### src/rtl/trimmer_brightness_controller_macros.svh
// Assertion shorthands shared by the RTL; every check is clocked on clk and
// held off while rst_n is low.
`ifndef TRIMMER_BRIGHTNESS_CONTROLLER_MACROS_SVH
`define TRIMMER_BRIGHTNESS_CONTROLLER_MACROS_SVH

// Same-cycle implication
`define TBC_ASSERT_IMP(lbl, ante, cons, msg) \
  lbl: assert property (@(posedge clk) disable iff (!rst_n) (ante) |-> (cons)) else $error(msg);

// Next-cycle implication
`define TBC_ASSERT_NXT(lbl, ante, cons, msg) \
  lbl: assert property (@(posedge clk) disable iff (!rst_n) (ante) |=> (cons)) else $error(msg);

`endif

### src/rtl/tbc_pkg.sv
package tbc_pkg;

  localparam int MV_W      = 14;
  localparam int CFG_MV_W  = 13;
  localparam int PCT_W     = 7;
  localparam int NUMER_W   = 20;
  localparam int OFF_W     = 11;
  localparam int KIND_W    = 2;
  localparam int IN_DATA_W = 32;
  localparam int OUT_DATA_W = 32;

  localparam logic [KIND_W-1:0] KIND_BOOT   = 2'd0;
  localparam logic [KIND_W-1:0] KIND_SAMPLE = 2'd1;
  localparam logic [KIND_W-1:0] KIND_PRESET = 2'd2;

  localparam logic [PCT_W-1:0] PCT_MAX    = 7'd100;
  localparam logic [PCT_W-1:0] PRESET_HI  = 7'd50;
  localparam logic [PCT_W-1:0] PRESET_MID = 7'd20;
  localparam logic [PCT_W-1:0] PRESET_LO  = 7'd10;

  localparam logic [6:0] TRIM_SCALE = 7'd99;

  localparam int PWM_PERIOD_TICKS_DEF = 1024;
  localparam int FIFO_DEPTH           = 2;

  localparam logic [CFG_MV_W-1:0] OPEN_MV_RST  = 13'd3000;
  localparam logic [CFG_MV_W-1:0] FULL_MV_RST  = 13'd2500;
  localparam logic [PCT_W-1:0]    DEADBAND_RST = 7'd3;

  typedef struct packed {
    logic [CFG_MV_W-1:0] open_millivolts;
    logic [CFG_MV_W-1:0] full_scale_millivolts;
    logic [PCT_W-1:0]    deadband_percent;
  } tbc_cfg_t;

  // One classified item waiting for the back end
  typedef struct packed {
    logic [KIND_W-1:0]  kind;
    logic               div_req;
    logic [PCT_W-1:0]   fixed_trim;
    logic [NUMER_W-1:0] numer;
    logic [PCT_W-1:0]   stored_pct;
    logic [PCT_W-1:0]   stored_ref;
  } tbc_entry_t;

endpackage

### src/rtl/tbc_front.sv
module tbc_front (
  input  logic                         in_tvalid,
  output logic                         in_tready,
  input  logic [tbc_pkg::IN_DATA_W-1:0] in_tdata,
  input  logic [tbc_pkg::KIND_W-1:0]   in_tuser,
  input  tbc_pkg::tbc_cfg_t            cfg,
  input  logic                         q_full,
  output logic                         q_push,
  output tbc_pkg::tbc_entry_t          q_entry
);
  import tbc_pkg::*;

  logic [MV_W-1:0]     mv;
  logic [CFG_MV_W-1:0] mag;
  logic                is_zero;
  logic                is_full;

  assign mv  = in_tdata[MV_W-1:0];
  assign mag = mv[CFG_MV_W-1:0];

  // Negative or open trimmer reads as zero; the open test wins over full scale
  assign is_zero = mv[MV_W-1] || (mag >= cfg.open_millivolts);
  assign is_full = mag >= cfg.full_scale_millivolts;

  assign in_tready = !q_full;
  assign q_push    = in_tvalid && !q_full;

  always_comb begin
    q_entry.kind       = in_tuser;
    q_entry.div_req    = !is_zero && !is_full;
    q_entry.fixed_trim = is_zero ? '0 : PCT_MAX;
    q_entry.numer      = NUMER_W'(TRIM_SCALE) * NUMER_W'(mag)
                         + NUMER_W'(cfg.full_scale_millivolts >> 1);
    q_entry.stored_pct = in_tdata[MV_W +: PCT_W];
    q_entry.stored_ref = in_tdata[MV_W+PCT_W +: PCT_W];
  end

endmodule

### src/rtl/tbc_fifo.sv
`include "trimmer_brightness_controller_macros.svh"

module tbc_fifo (
  input  logic                clk,
  input  logic                rst_n,
  input  logic                push,
  input  tbc_pkg::tbc_entry_t push_entry,
  input  logic                pop,
  output tbc_pkg::tbc_entry_t pop_entry,
  output logic                full,
  output logic                empty
);
  import tbc_pkg::*;

  localparam int PTR_W = (FIFO_DEPTH > 1) ? $clog2(FIFO_DEPTH) : 1;
  localparam int CNT_W = $clog2(FIFO_DEPTH + 1);
  localparam logic [PTR_W-1:0] PTR_LAST = PTR_W'(FIFO_DEPTH - 1);
  localparam logic [CNT_W-1:0] CNT_FULL = CNT_W'(FIFO_DEPTH);

  tbc_entry_t       slot_r [FIFO_DEPTH];
  logic [PTR_W-1:0] wr_ptr_r, wr_ptr_nxt;
  logic [PTR_W-1:0] rd_ptr_r, rd_ptr_nxt;
  logic [CNT_W-1:0] cnt_r, cnt_nxt;

  assign full      = cnt_r == CNT_FULL;
  assign empty     = cnt_r == '0;
  assign pop_entry = slot_r[rd_ptr_r];

  always_comb begin
    wr_ptr_nxt = wr_ptr_r;
    rd_ptr_nxt = rd_ptr_r;
    cnt_nxt    = cnt_r;
    if (push) begin
      wr_ptr_nxt = (wr_ptr_r == PTR_LAST) ? '0 : wr_ptr_r + 1'b1;
    end
    if (pop) begin
      rd_ptr_nxt = (rd_ptr_r == PTR_LAST) ? '0 : rd_ptr_r + 1'b1;
    end
    if (push && !pop) begin
      cnt_nxt = cnt_r + 1'b1;
    end else if (pop && !push) begin
      cnt_nxt = cnt_r - 1'b1;
    end
  end

  always_ff @(posedge clk) begin
    if (!rst_n) begin
      wr_ptr_r <= '0;
      rd_ptr_r <= '0;
      cnt_r    <= '0;
    end else begin
      wr_ptr_r <= wr_ptr_nxt;
      rd_ptr_r <= rd_ptr_nxt;
      cnt_r    <= cnt_nxt;
    end
  end

  always_ff @(posedge clk) begin
    if (push) begin
      slot_r[wr_ptr_r] <= push_entry;
    end
  end

  `TBC_ASSERT_IMP(a_no_push_full, push, !full, "push into full queue")
  `TBC_ASSERT_IMP(a_no_pop_empty, pop, !empty, "pop from empty queue")
  `TBC_ASSERT_NXT(a_cnt_up, push && !pop, cnt_r == $past(cnt_r) + 1'b1, "fill count lost a beat")

endmodule

### src/rtl/tbc_back.sv
`include "trimmer_brightness_controller_macros.svh"

module tbc_back #(
  parameter int PWM_PERIOD_TICKS = tbc_pkg::PWM_PERIOD_TICKS_DEF
) (
  input  logic                           clk,
  input  logic                           rst_n,
  input  tbc_pkg::tbc_cfg_t              cfg,
  input  logic                           q_empty,
  input  tbc_pkg::tbc_entry_t            q_entry,
  output logic                           q_pop,
  output logic                           out_tvalid,
  input  logic                           out_tready,
  output logic [tbc_pkg::OUT_DATA_W-1:0] out_tdata
);
  import tbc_pkg::*;

  localparam logic [1:0] ST_IDLE  = 2'd0;
  localparam logic [1:0] ST_DIV   = 2'd1;
  localparam logic [1:0] ST_APPLY = 2'd2;

  localparam int PCT_TOP = 100;
  localparam int DIV_STEPS = PCT_W;

  function automatic logic [PCT_W-1:0] cap100(input logic [PCT_W-1:0] v);
    cap100 = (v > PCT_MAX) ? PCT_MAX : v;
  endfunction

  logic [1:0]         state_r, state_nxt;
  logic [2:0]         cnt_r, cnt_nxt;
  logic [NUMER_W-1:0] rem_r, rem_nxt;
  logic [NUMER_W-1:0] dsh_r, dsh_nxt;
  logic [PCT_W-1:0]   quo_r, quo_nxt;
  logic [PCT_W-1:0]   trim_r, trim_nxt;
  logic [KIND_W-1:0]  kind_r, kind_nxt;
  logic [PCT_W-1:0]   sp_r, sp_nxt;
  logic [PCT_W-1:0]   sr_r, sr_nxt;

  logic [PCT_W-1:0] cur_r, cur_nxt;
  logic [PCT_W-1:0] ref_r, ref_nxt;

  logic                  out_valid_r, out_valid_nxt;
  logic [PCT_W-1:0]      o_pct_r, o_pct_nxt;
  logic [PCT_W-1:0]      o_ref_r, o_ref_nxt;
  logic                  o_chg_r, o_chg_nxt;
  logic [OFF_W-1:0]      o_off_r, o_off_nxt;

  logic             step_ge;
  logic             slot_free;
  logic             fire;
  logic [PCT_W-1:0] base_ref;
  logic [PCT_W-1:0] absdiff;
  logic             moved;
  logic             chg;
  logic [PCT_W-1:0] new_cur;
  logic [PCT_W-1:0] new_ref;
  logic [OFF_W-1:0] off_tab [PCT_TOP+1];

  // Off-time table, worked out at elaboration
  for (genvar g = 0; g <= PCT_TOP; g++) begin : g_off
    assign off_tab[g] = OFF_W'(PWM_PERIOD_TICKS - (PWM_PERIOD_TICKS * g + 50) / 100);
  end

  assign step_ge   = rem_r >= dsh_r;
  assign slot_free = !out_valid_r || out_tready;
  assign fire      = (state_r == ST_APPLY) && slot_free;
  assign q_pop     = (state_r == ST_IDLE) && !q_empty;

  // Update rule
  always_comb begin
    base_ref = (kind_r == KIND_BOOT) ? cap100(sr_r) : ref_r;
    absdiff  = (trim_r > base_ref) ? trim_r - base_ref : base_ref - trim_r;
    moved    = (base_ref == '0) || (absdiff > cfg.deadband_percent);
    new_cur  = cur_r;
    new_ref  = ref_r;
    chg      = 1'b0;
    case (kind_r)
      KIND_BOOT: begin
        new_cur = cap100(sp_r);
        new_ref = base_ref;
        if (trim_r != '0) begin
          if (moved) begin
            new_cur = trim_r;
          end
          new_ref = trim_r;
        end
      end
      KIND_SAMPLE: begin
        if (trim_r != '0 && moved) begin
          chg     = cur_r != trim_r;
          new_cur = trim_r;
          new_ref = trim_r;
        end
      end
      KIND_PRESET: begin
        if (cur_r > PRESET_MID) begin
          new_cur = PRESET_MID;
        end else if (cur_r > PRESET_LO) begin
          new_cur = PRESET_LO;
        end else begin
          new_cur = PRESET_HI;
        end
        if (trim_r != '0) begin
          new_ref = trim_r;
        end
      end
      default: begin
        new_cur = cur_r;
      end
    endcase
  end

  always_comb begin
    state_nxt     = state_r;
    cnt_nxt       = cnt_r;
    rem_nxt       = rem_r;
    dsh_nxt       = dsh_r;
    quo_nxt       = quo_r;
    trim_nxt      = trim_r;
    kind_nxt      = kind_r;
    sp_nxt        = sp_r;
    sr_nxt        = sr_r;
    cur_nxt       = cur_r;
    ref_nxt       = ref_r;
    out_valid_nxt = out_valid_r && !out_tready;
    o_pct_nxt     = o_pct_r;
    o_ref_nxt     = o_ref_r;
    o_chg_nxt     = o_chg_r;
    o_off_nxt     = o_off_r;
    case (state_r)
      ST_IDLE: begin
        if (q_pop) begin
          kind_nxt = q_entry.kind;
          sp_nxt   = q_entry.stored_pct;
          sr_nxt   = q_entry.stored_ref;
          trim_nxt = q_entry.fixed_trim;
          rem_nxt  = q_entry.numer;
          dsh_nxt  = NUMER_W'(cfg.full_scale_millivolts) << (DIV_STEPS - 1);
          quo_nxt  = '0;
          cnt_nxt  = 3'(DIV_STEPS - 1);
          state_nxt = q_entry.div_req ? ST_DIV : ST_APPLY;
        end
      end
      ST_DIV: begin
        // One restoring step per cycle, quotient bit from the top down
        rem_nxt = step_ge ? rem_r - dsh_r : rem_r;
        quo_nxt = {quo_r[PCT_W-2:0], step_ge};
        dsh_nxt = dsh_r >> 1;
        cnt_nxt = cnt_r - 1'b1;
        if (cnt_r == '0) begin
          trim_nxt  = quo_nxt + 1'b1;
          state_nxt = ST_APPLY;
        end
      end
      ST_APPLY: begin
        if (fire) begin
          cur_nxt       = new_cur;
          ref_nxt       = new_ref;
          out_valid_nxt = 1'b1;
          o_pct_nxt     = new_cur;
          o_ref_nxt     = new_ref;
          o_chg_nxt     = chg;
          o_off_nxt     = off_tab[cap100(new_cur)];
          state_nxt     = ST_IDLE;
        end
      end
      default: begin
        state_nxt = ST_IDLE;
      end
    endcase
  end

  always_ff @(posedge clk) begin
    if (!rst_n) begin
      state_r     <= ST_IDLE;
      cur_r       <= '0;
      ref_r       <= '0;
      out_valid_r <= 1'b0;
    end else begin
      state_r     <= state_nxt;
      cur_r       <= cur_nxt;
      ref_r       <= ref_nxt;
      out_valid_r <= out_valid_nxt;
    end
  end

  always_ff @(posedge clk) begin
    cnt_r   <= cnt_nxt;
    rem_r   <= rem_nxt;
    dsh_r   <= dsh_nxt;
    quo_r   <= quo_nxt;
    trim_r  <= trim_nxt;
    kind_r  <= kind_nxt;
    sp_r    <= sp_nxt;
    sr_r    <= sr_nxt;
    o_pct_r <= o_pct_nxt;
    o_ref_r <= o_ref_nxt;
    o_chg_r <= o_chg_nxt;
    o_off_r <= o_off_nxt;
  end

  assign out_tvalid = out_valid_r;
  assign out_tdata  = {(OUT_DATA_W - 2*PCT_W - 1 - OFF_W)'(0),
                       o_off_r, o_chg_r, o_ref_r, o_pct_r};

  `TBC_ASSERT_IMP(a_pop_idle, q_pop, state_r == ST_IDLE, "queue popped while busy")
  `TBC_ASSERT_NXT(a_div_end, state_r == ST_DIV && cnt_r == '0, state_r == ST_APPLY, "divider overran")
  `TBC_ASSERT_NXT(a_fire_beat, fire, out_valid_r && state_r == ST_IDLE, "result beat not raised")
  `TBC_ASSERT_IMP(a_pct_range, 1'b1, cur_r <= PCT_MAX && ref_r <= PCT_MAX, "percent above 100")

endmodule

### src/rtl/trimmer_brightness_controller.sv
// Trimmer brightness controller. Each input beat (kind in in_tuser: boot, trimmer sample or
// preset press) yields exactly one result beat carrying brightness, reference, a changed flag
// and PWM off ticks. A short queue sits between the classifying front end and the back end;
// the back end handles one item at a time. An item whose trimmer reads open, negative or at
// or above full scale goes from the queue straight to the apply step; any other first passes
// through the seven-step restoring divider that scales the voltage by the full-scale register.
// Registers are at byte addresses 0 (open threshold), 4 (full scale) and 8 (deadband) and
// are to be written only while no item is in flight.
module trimmer_brightness_controller #(
  parameter int PWM_PERIOD_TICKS = tbc_pkg::PWM_PERIOD_TICKS_DEF
) (
  input  logic        clk,
  input  logic        rst_n,
  input  logic        in_tvalid,
  output logic        in_tready,
  // [13:0] millivolts, [20:14] stored percent, [27:21] stored reference, [31:28] zero
  input  logic [tbc_pkg::IN_DATA_W-1:0]  in_tdata,
  // [1:0] kind
  input  logic [tbc_pkg::KIND_W-1:0]     in_tuser,
  output logic        out_tvalid,
  input  logic        out_tready,
  // [6:0] brightness_percent, [13:7] reference_percent, [14] changed,
  // [25:15] pwm_off_ticks, [31:26] zero
  output logic [tbc_pkg::OUT_DATA_W-1:0] out_tdata,
  input  logic        cfg_psel,
  input  logic        cfg_penable,
  input  logic        cfg_pwrite,
  input  logic [3:0]  cfg_paddr,
  input  logic [31:0] cfg_pwdata,
  output logic [31:0] cfg_prdata,
  output logic        cfg_pready
);
  import tbc_pkg::*;

  localparam logic [3:0] ADDR_OPEN     = 4'h0;
  localparam logic [3:0] ADDR_FULL     = 4'h4;
  localparam logic [3:0] ADDR_DEADBAND = 4'h8;

  tbc_cfg_t   cfg_r, cfg_nxt;
  logic       wr_en;
  logic       q_push, q_pop, q_full, q_empty;
  tbc_entry_t push_entry, pop_entry;

  assign cfg_pready = 1'b1;
  assign wr_en      = cfg_psel && cfg_penable && cfg_pwrite && cfg_pready;

  always_comb begin
    cfg_nxt = cfg_r;
    if (wr_en) begin
      case (cfg_paddr)
        ADDR_OPEN:     cfg_nxt.open_millivolts       = cfg_pwdata[CFG_MV_W-1:0];
        ADDR_FULL:     cfg_nxt.full_scale_millivolts = cfg_pwdata[CFG_MV_W-1:0];
        ADDR_DEADBAND: cfg_nxt.deadband_percent      = cfg_pwdata[PCT_W-1:0];
        default:       cfg_nxt = cfg_r;
      endcase
    end
  end

  always_comb begin
    case (cfg_paddr)
      ADDR_OPEN:     cfg_prdata = 32'(cfg_r.open_millivolts);
      ADDR_FULL:     cfg_prdata = 32'(cfg_r.full_scale_millivolts);
      ADDR_DEADBAND: cfg_prdata = 32'(cfg_r.deadband_percent);
      default:       cfg_prdata = '0;
    endcase
  end

  always_ff @(posedge clk) begin
    if (!rst_n) begin
      cfg_r.open_millivolts       <= OPEN_MV_RST;
      cfg_r.full_scale_millivolts <= FULL_MV_RST;
      cfg_r.deadband_percent      <= DEADBAND_RST;
    end else begin
      cfg_r <= cfg_nxt;
    end
  end

  tbc_front u_front (
    .in_tvalid (in_tvalid),
    .in_tready (in_tready),
    .in_tdata  (in_tdata),
    .in_tuser  (in_tuser),
    .cfg       (cfg_r),
    .q_full    (q_full),
    .q_push    (q_push),
    .q_entry   (push_entry)
  );

  tbc_fifo u_fifo (
    .clk        (clk),
    .rst_n      (rst_n),
    .push       (q_push),
    .push_entry (push_entry),
    .pop        (q_pop),
    .pop_entry  (pop_entry),
    .full       (q_full),
    .empty      (q_empty)
  );

  tbc_back #(
    .PWM_PERIOD_TICKS (PWM_PERIOD_TICKS)
  ) u_back (
    .clk        (clk),
    .rst_n      (rst_n),
    .cfg        (cfg_r),
    .q_empty    (q_empty),
    .q_entry    (pop_entry),
    .q_pop      (q_pop),
    .out_tvalid (out_tvalid),
    .out_tready (out_tready),
    .out_tdata  (out_tdata)
  );

endmodule

### config.mk
export PLATFORM = sky130hd
export DESIGN_NAME = trimmer_brightness_controller
export DESIGN_NICKNAME = d
export VERILOG_FILES = /design/src/rtl/tbc_pkg.sv /design/src/rtl/tbc_front.sv /design/src/rtl/tbc_fifo.sv /design/src/rtl/tbc_back.sv /design/src/rtl/trimmer_brightness_controller.sv
export VERILOG_INCLUDE_DIRS = /design/src /design/src/rtl
export SDC_FILE = /design/constraint.sdc
export NUM_CORES = 1
export LEC_CHECK = 0
export BUFFER_PORTS_ARGS = -buffer_cell sky130_fd_sc_hd__buf_2
export CAP_MARGIN = 20
export CORE_ASPECT_RATIO = 0.5
export CORE_MARGIN = 8
export CORE_UTILIZATION = 43
export CTS_BUF_LIST = sky130_fd_sc_hd__clkbuf_8
export DETAILED_ROUTE_END_ITERATION = 12
export PLACE_DENSITY = 0.73
export SLEW_MARGIN = 20
export SYNTH_ARGS = -nofsm -noshare
export SYNTH_HDL_FRONTEND = slang
export SYNTH_SLANG_ARGS = --single-unit
export TNS_END_PERCENT = 50
### constraint.sdc
create_clock -name clk -period 20.3 [get_ports clk]
set_clock_uncertainty 0.15 [all_clocks]
set_input_delay 4.06 -clock clk [delete_from_list [all_inputs] [get_ports clk]]
set_output_delay 4.06 -clock clk [all_outputs]
set_load 0.02 [all_outputs]
Word-level counts from Yosys, hierarchy flattened

Memories as Yosys holds them, arrays and structs flattened. A register that Yosys moved wholly into a read port is not among the register bits.
Index checks and enable logic that the tools add are counted.

Register bits: 141
Word-level logic and storage cells: 141
Memories kept: 2
RAM bits: 88
Bits in read-only memories: 1408
Input bits: 77

Memory list:

| name            | depth | bits a word | rd ports | clocked after Yosys merged registers in | wr ports | RTL line        | source |
|---|---|---|---|---|---|---|---|
| (no name shown) | 128   | 11          | 1        | 1                                       | 0        | tbc_back.sv:163 | `o_off_nxt = off_tab[cap100(new_cur)];` |
| u_fifo.slot_r   | 2     | 44          | 1        | 1                                       | 1        | tbc_fifo.sv:20  | `tbc_entry_t slot_r [FIFO_DEPTH];` |

Bitwise gates (word level): 1
Reductions and logical operators: 40
$add $sub $neg: 10
Order comparisons: 10
Eq/ne operators: 12
Mux-type cells: 44
Multipliers: 1

Operators with widths:

| operator              | number |
|---|---|
| $mux 7                | 15 |
| $pmux 20 s2           | 2 |
| $mux 20               | 3 |
| $pmux 7 s3            | 2 |
| $pmux 13 s3           | 1 |
| $ge 13x13->1          | 2 |
| $gt 7x7->1 const B    | 3 |
| $add 20x12->20        | 1 |
| $ge 20x20->1          | 1 |
| $mul 7x13->20 const A | 1 |
| $sub 20x20->20        | 1 |
| $gt 7x7->1            | 2 |
| $pmux 7 s2            | 1 |
| $reduce_and 2->1      | 7 |
| $sub 7x7->7           | 2 |
| $mux 2                | 6 |
| $mux 6                | 2 |
| $pmux 6 s2            | 1 |
| $logic_and 1x1->1     | 10 |
| $reduce_and 3->1      | 3 |
| $logic_not 1->1       | 8 |
| $mux 1                | 8 |
| $not 7->8             | 1 |
| $add 7x1->7 const B   | 1 |
| other kinds (23)      | 34 |

Longest topological paths before layout

Gate-level depths: netlist of run 1.

Word-level depth: 13
Depth in mapped cells: 35
Gate-level depth less buffers: 32

Hierarchy

A second synthesis of run 1 with hierarchy kept.

Cells, all modules: 1678
Area, all modules: 16528.4 µm²

Modules (own cells, without submodules):

| module                        | instances | cells each | sequential area each (µm²) | area an instance (µm²) |
|---|---|---|---|---|
| tbc_back                      | 1         | 963        | 3253.1                     | 8418.1 |
| tbc_fifo                      | 1         | 159        | 2742.6                     | 3392.0 |
| tbc_front                     | 1         | 366        | 0.0                        | 3052.9 |
| trimmer_brightness_controller | 1         | 190        | 660.6                      | 1665.3 |

Least setup slack after synthesis of run 1

Ideal clock, no wire load.

Path kind: input port to output port
Start: input cfg_paddr[1]
End: output cfg_prdata[0]
Path slack: 10.796 ns
Stages: 4
Arrival: 5.294 ns
Path buffers: 1
Cell sequence: nor4_1 -> clkbuf_1 -> a22oi_1 -> nand2_1

Word-level cells in the longest chain between the ends: 2
Elaborated cells on any way between the ends: 4
Classes of those cells: eq/ne (2); mux (1); reduce/logical (1)

RTL lines:

| what                               | RTL line                            | source |
|---|---|---|
| from (decl)                        | trimmer_brightness_controller.sv:28 | `input logic [3:0] cfg_paddr,` |
| $eq 4x4->1 (tied with other cells) | trimmer_brightness_controller.sv:60 | `case (cfg_paddr)` |
| $pmux 13 s3 (*)                    | trimmer_brightness_controller.sv:60 |  |
| to (decl)                          | trimmer_brightness_controller.sv:30 | `output logic [31:0] cfg_prdata,` |

Every way passes the cells marked *; elsewhere a longest branch is shown, timed or not.

Worst setup path after layout of run 1

Start: input cfg_paddr[1]
End: output cfg_prdata[1]

The elaborated chain is that of the path after synthesis.

==> impl_metrics.json, run 1 <==
{
  "dp_hpwl_um": 28100,
  "cts_hold_buf": 0,
  "coreArea_um2": 36200,
  "yosysSeqAreaShare_pct": 39.6,
  "yosysWarningCount": 0,
  "clk_latency_ps": 580,
  "wl_met1_um": 16600,
  "cts_tree": "built",
  "crit_required_ps": 16090,
  "finalSetupViolCount": 0,
  "setup.worst_path.class": "input pin to output pin",
  "path_depth": 6,
  "crit_family": "buffers and inverters",
  "yosysUniqueCellTypes": 85,
  "placementRows": 49,
  "holdPathStages": 2,
  "whs_ps": 349,
  "drc": 0,
  "crit_buf_inv": 3,
  "place.gp.congestion": 0.957,
  "vias": 12700,
  "grt_first_pass_wirelength_um": 64200,
  "max_freq_ghz": 0.108,
  "track_usage_pct": 17.6,
  "synth-seq-cells": 228,
  "die_y_um": 152,
  "route.met3.wl_um": 2440,
  "syn2layout_area_growth_pct": 9.86,
  "cts_max_path_buffers": 3,
  "maxCapViolCount": 0,
  "start_util_pct": 43.9,
  "rsz0062_at_grt": "no",
  "viasPerCell": 5.66,
  "cp-start-kind": "input pin",
  "grt_max_degree": 68,
  "die-area_um2": 43700,
  "gr-total-overflow": 0,
  "top_layer": "met4",
  "final-max-slew-violation-count": 0,
  "antenna_found_initial": 0,
  "drive_gt1_share_pct": 12.2,
  "drtIter0Drc": 1206,
  "dr_wl_met2_um": 19300,
  "synth-simple-area-share_pct": 13.7,
  "status": "finished clean",
  "clkTransAtPathRegs_ps": 60,
  "yosys.area_share.adder_pct": 15.1,
  "path_max_fanout": 15,
  "syn_area_um2": 15900,
  "grt_pass1_vias": 12400,
  "io_buffers": 94,
  "slew_headroom_pct": 28.9,
  "cts_max_level": 2,
  "hold_violations": 0,
  "synth_edf_count": 173,
  "synthFlopType": "edfxtp_1",
  "nets": 1977,
  "worstPathArrival_ps": 5080,
  "clock-sinks": 228,
  "ios": 144,
  "synth.area.mux_share_pct": 3.21,
  "crit_top_cell": "buf_2",
  "synth_top_family_by_area": "compound AO/OA/AOI/OAI gates",
  "cts_root_buf": "clkbuf_8",
  "max_slew.worst_pin.slew_ps": 1070,
  "post_drt_wl_per_cell_um": 17.7,
  "hold_path.class": "flop to flop",
  "numCtsBuffers": 38,
  "cp_cell_sequence": "buf_2, nor4_2, buf_4, a22oi_1, nand2_1, buf_2",
  "syn-mean-instance-area_um2": 9.57,
  "min_period_over_period_pct": 45.8,
  "fin_setup_tns_ps": 0,
  "synth-compound-area-share_pct": 18.5,
  "firstDrtPassIters": 7,
  "die_x_um": 288,
  "critPathCaptureType": "output pin",
  "cts_resized": 0,
  "cts_setup_buffers": 0,
  "min_period_ps": 9290,
  "ant_nets": 0,
  "slowest_stage": "buf_4",
  "syn_inst": 1661,
  "crit_path_max_incr_delay_ps": 260,
  "synth_async_sr_flop_share_pct": 0,
  "reg2regPathDepth": 31,
  "wl_um": 39700,
  "synth-xor-area-share_pct": 2.37
}
==> worst register-to-register path: cells and delay by family (launching register included) <==
family	cells	cell delay, ps
xor gates and xnor gates	1	160
and+or+nand+nor	9	2670
AOI/OAI and AO/OA	15	3920
adders and majority gates	3	1080
buffers and inverters	2	360
DFF	1	360
muxes	1	270
==> metrics by stage <==
| stage | util (%) | cell area [µm²] | worst slack (ps) | std cells |
|---|---|---|---|---|
| 2_1_floorplan | - | 16000 | 10800 | 1685 |
| 4_1_cts | 48.2 | 17400 | 11030 | 2239 |
| 6_report | 48.3 | 17500 | 11010 | 2240 |
| 3_5_place_dp | 46.0 | 16600 | 11040 | 2170 |
| 3_3_place_gp | 46.0 | 16600 | 11040 | 2170 |
| 5_1_grt | 48.2 | 17500 | 10570 | 2239 |
==> cells in the final DEF (no fill, tap or decap), types with 12 or more instances in the layout <==
master / count
a211oi_1: 23
a21boi_0: 30
a21o_1: 12
a21oi_1: 86
a31oi_1: 19
and2_1: 21
buf_2: 94
buf_4: 12
clkbuf_8: 43
conb_1: 26
dfxtp_1: 54
edfxtp_1: 173
fa_1: 29
ha_1: 145
inv_1: 174
mux2_2: 21
mux2i_1: 26
nand2_1: 172
nand2b_1: 12
nand3_1: 37
nand4_1: 15
nor2_1: 79
nor2b_1: 26
nor3_1: 33
o211ai_1: 26
o21a_1: 31
o21ai_0: 91
or3_1: 12
xnor2_1: 27
xor2_1: 16
==> layer usage <==
layer	GRT usage (%)	up-vias
met5	0	-
met4	7.05	0
met3	3.07	109
met2	30.3	465
met1	21.8	6028
li1	-	6069
==> worst paths after layout <==
kind,slack [ps],endpoint,startpoint
setup / recovery,11010,cfg_prdata[1],cfg_paddr[1]
hold / removal,350,cfg_r[32]$_SDFFE_PN0P_,cfg_r[32]$_SDFFE_PN0P_
setup reg to reg,11030,u_back.o_off_r[3]$_DFFE_PP_,u_back.kind_r[1]$_DFFE_PP_
hold reg to reg,350,cfg_r[32]$_SDFFE_PN0P_,cfg_r[32]$_SDFFE_PN0P_
==> cell usage after synthesis (5+ instances only) <==
library cell / number / area [µm²]
o211a_1: 6 / 60.1
a21boi_0: 30 / 225
xor2_1: 16 / 140
nand3b_1: 5 / 37.5
o21a_1: 31 / 233
or3_1: 12 / 75.1
a22o_1: 10 / 87.6
inv_1: 166 / 623
a211oi_1: 24 / 180
buf_4: 31 / 233
o211ai_1: 26 / 195
a21o_1: 12 / 90.1
mux2i_1: 26 / 260
a211o_1: 8 / 70.1
dfxtp_1: 55 / 1100
fa_1: 29 / 581
nor3_1: 33 / 165
nand3_1: 37 / 185
xnor2_1: 27 / 236
and2_1: 21 / 131
nor2b_1: 27 / 169
and3_1: 7 / 43.8
ha_1: 145 / 1810
o22ai_1: 11 / 68.8
nor4_1: 12 / 75.1
o31ai_1: 8 / 60.1
a21oi_1: 86 / 430
buf_2: 17 / 85.1
nand4_1: 15 / 93.8
clkbuf_1: 51 / 191
o21ai_0: 92 / 460
edfxtp_1: 173 / 5190
o22a_1: 5 / 43.8
a22oi_1: 11 / 82.6
nand2_1: 172 / 646
nand2b_1: 12 / 75.1
mux2_2: 21 / 236
nor2_1: 81 / 304
a221oi_1: 6 / 52.6
a31oi_1: 19 / 119
==> cell families after synthesis <==
group           count (synthesis)
compound gates                434
xor+xnor                       43
fa+ha+maj                     174
buf+inv                       277
flops                         228
mux                            48
other cells                     2
simple gates                  455
==> area by class of cell <==
type	instances	area, µm²
well taps	484	606
inverters	172	648
fillers	3386	18700
clock inverters	26	214
flip-flops and latches	228	6300
clock buffers	43	592
multi-input cells	1180	8530
diodes	1	2.50
repair buffers	106	561
==> sequential cells by signal (all words and copies together) (netlist names), 2 cells and up, named ones only <==
signal          cells
u_fifo.slot_r      76
u_back.state_r      2
u_back.cnt_r        3
u_back.dsh_r       19
u_back.quo_r        6
u_back.o_pct_r      7
u_back.ref_r        7
u_back.sp_r         7
cfg_r              33
u_back.kind_r       2
u_fifo.cnt_r        2
u_back.o_ref_r      7
u_back.cur_r        7
u_back.o_off_r     11
u_back.trim_r       7
u_back.rem_r       20
u_back.sr_r         7
Power of run 1 is not shown: default switching activity piles up to over one toggle a cycle in this logic, so the estimate is an artifact.
==> inputs of run 2 (changes only) <==
--- a/config.mk
+++ b/config.mk
@@ -13,7 +13,7 @@
 export CORE_UTILIZATION = 43
 export CTS_BUF_LIST = sky130_fd_sc_hd__clkbuf_8
 export DETAILED_ROUTE_END_ITERATION = 12
-export PLACE_DENSITY = 0.73
+export PLACE_DENSITY = 0.75
 export SLEW_MARGIN = 20
 export SYNTH_ARGS = -nofsm -noshare
 export SYNTH_HDL_FRONTEND = slang
==> constraint.sdc (replaced) <==
create_clock -name clk -period 7.5 [get_ports clk]
set_clock_uncertainty 0.15 [all_clocks]
set_input_delay 1.5 -clock clk [delete_from_list [all_inputs] [get_ports clk]]
set_output_delay 1.5 -clock clk [all_outputs]
set_load 0.02 [all_outputs]
==> impl_metrics.json, run 2 (synthesis gave the netlist of run 1 again) <==
{
  "diodes": 0,
  "largest-register": "u_fifo.slot_r",
  "firstDrtPassIters": 6,
  "maxCapViolCount": 0,
  "max_slew.worst_pin.slew_ps": 1030,
  "crit_family": "compound AO/OA/AOI/OAI gates",
  "min_period_ps": 6960,
  "crit_required_ps": 7770,
  "whs_ps": 339,
  "place.gp.congestion": 0.959,
  "cts_root_buf": "clkbuf_8",
  "placed_cells": 2195,
  "grt_max_degree": 68,
  "die_y_um": 152,
  "placementRows": 49,
  "track_usage_pct": 17.6,
  "final_cell_mix": "inv_1 (176), edfxtp_1 (173), nand2_1 (172), ha_1 (141), buf_2 (94)",
  "drtIter0Drc": 1222,
  "hold_path.class": "flop to flop",
  "vias": 12700,
  "cts_hold_buf": 0,
  "path_max_fanout": 29,
  "post_drt_wl_per_cell_um": 17.6,
  "slowest_stage": "a2111oi_0",
  "wl_um": 39700,
  "antenna_found_initial": 0,
  "clk_latency_ps": 560,
  "clock-sinks": 228,
  "crit_buf_inv": 5,
  "coreArea_um2": 36200,
  "grt_use_met3_pct": 2.89,
  "cts_max_path_buffers": 3,
  "die_x_um": 288,
  "final-max-slew-violation-count": 0,
  "ios": 144,
  "multi_input_area_um2": 8610,
  "status": "finished clean",
  "seq_area_um2": 6300,
  "dp_hpwl_um": 28800,
  "min_period_over_period_pct": 92.8,
  "final_common_cell": "inv_1",
  "critPathCaptureType": "flop",
  "max_freq_ghz": 0.144,
  "clkTransAtPathRegs_ps": 70,
  "grt_pass1_vias": 12500,
  "io_buffers": 94,
  "cp-start-kind": "flop",
  "nFillCells": 3333,
  "die-area_um2": 43700,
  "hold_violations": 0,
  "syn2layout_area_growth_pct": 10.9,
  "grtUsageMet1_pct": 21.8,
  "largest_register_ffs": 76,
  "slew_headroom_pct": 31.2,
  "final_cells": 2260,
  "worstPathArrival_ps": 7240,
  "crit_path_max_incr_delay_ps": 450,
  "setup.worst_path.class": "flop to flop",
  "numCtsBuffers": 36,
  "ant_nets": 0,
  "grt_first_pass_wirelength_um": 64200,
  "nets": 2003,
  "start_util_pct": 43.9,
  "cts_tree": "built",
  "finalSetupViolCount": 0,
  "rsz0062_at_grt": "no",
  "grt_use_met2_pct": 30.7,
  "gr-total-overflow": 0,
  "reg_top3": "u_fifo.slot_r: 76 flops, cfg_r: 33 flops, u_back.rem_r: 20 flops",
  "drc": 0,
  "gr-max-usage-layer": "met2",
  "drive_gt1_share_pct": 14.1,
  "cts_max_level": 2,
  "viasPerCell": 5.62
}
[run 2: changes by cell type in the layout (fill, tap and decap cells not counted), moves of 3 or more]
cell	delta
nor2_2	+6
ha_2	+4
o21ai_0	-3
ha_1	-4
nor2_1	-6
clkinv_2	-3
clkbuf_8	-6
buf_4	+28
clkinv_1	+3
[run 2: final cells by class]
cell class                      count  share of cell area (%)
Clock inverter                     25                   0.952
Inverter                          172                    3.68
Multi-Input combinational cell   1180                    48.9
Clock buffer                       37                    2.89
Timing Repair Buffer              134                    4.38
Tap cell                          484                    3.44
Sequential cell                   228                    35.8
[run 2: final timing paths]
kind,from,endpoint,slack (ps),cells after the start
worst max-delay path,u_back.kind_r[0]$_DFFE_PP_,u_back.o_off_r[6]$_DFFE_PP_,540,29
worst min-delay path,cfg_r[32]$_SDFFE_PN0P_,cfg_r[32]$_SDFFE_PN0P_,340,2
worst max register to register,u_back.kind_r[0]$_DFFE_PP_,u_back.o_off_r[6]$_DFFE_PP_,540,29
worst min register to register,cfg_r[32]$_SDFFE_PN0P_,cfg_r[32]$_SDFFE_PN0P_,340,2
[run 2: routing by layer]
| layer | routed length, µm | part of all wire [%] |
|---|---|---|
| met1 | 16400 | 41 |
| met2 | 19500 | 49 |
| met3 | 2620 | 6.6 |
| met4 | 1190 | 3.0 |
| met5 | 0 | 0 |
[run 2: metrics by stage]
step / instance area, µm² / setup WS (ps) / utilization (%) / setup TNS, ps
final: 17600 / 537 / 48.7 / 0
after global routing: 17600 / 55.2 / 48.7 / 0
after CTS: 17500 / 57.0 / 48.4 / 0
after detailed placement: 16800 / -39.2 / 46.5 / -39.2
after global placement: 16800 / 24.7 / 46.5 / 0
after floorplan: 16000 / 255 / - / 0
[run 2: worst min-delay path, stage by stage (launching register included)]
cell	delay [ps]
dfxtp_1	320
nand2_1	50
a21boi_0	70
[run 2: timing repair]
| item | CTS | global route |
|---|---|---|
| pin swaps | 0 | 3 |
| buffers inserted | 0 | 3 |
| setup endpoints to repair | 1 | 10 |
| gates resized for setup | 1 | 26 |
Power of run 2 is left out for the same reason.
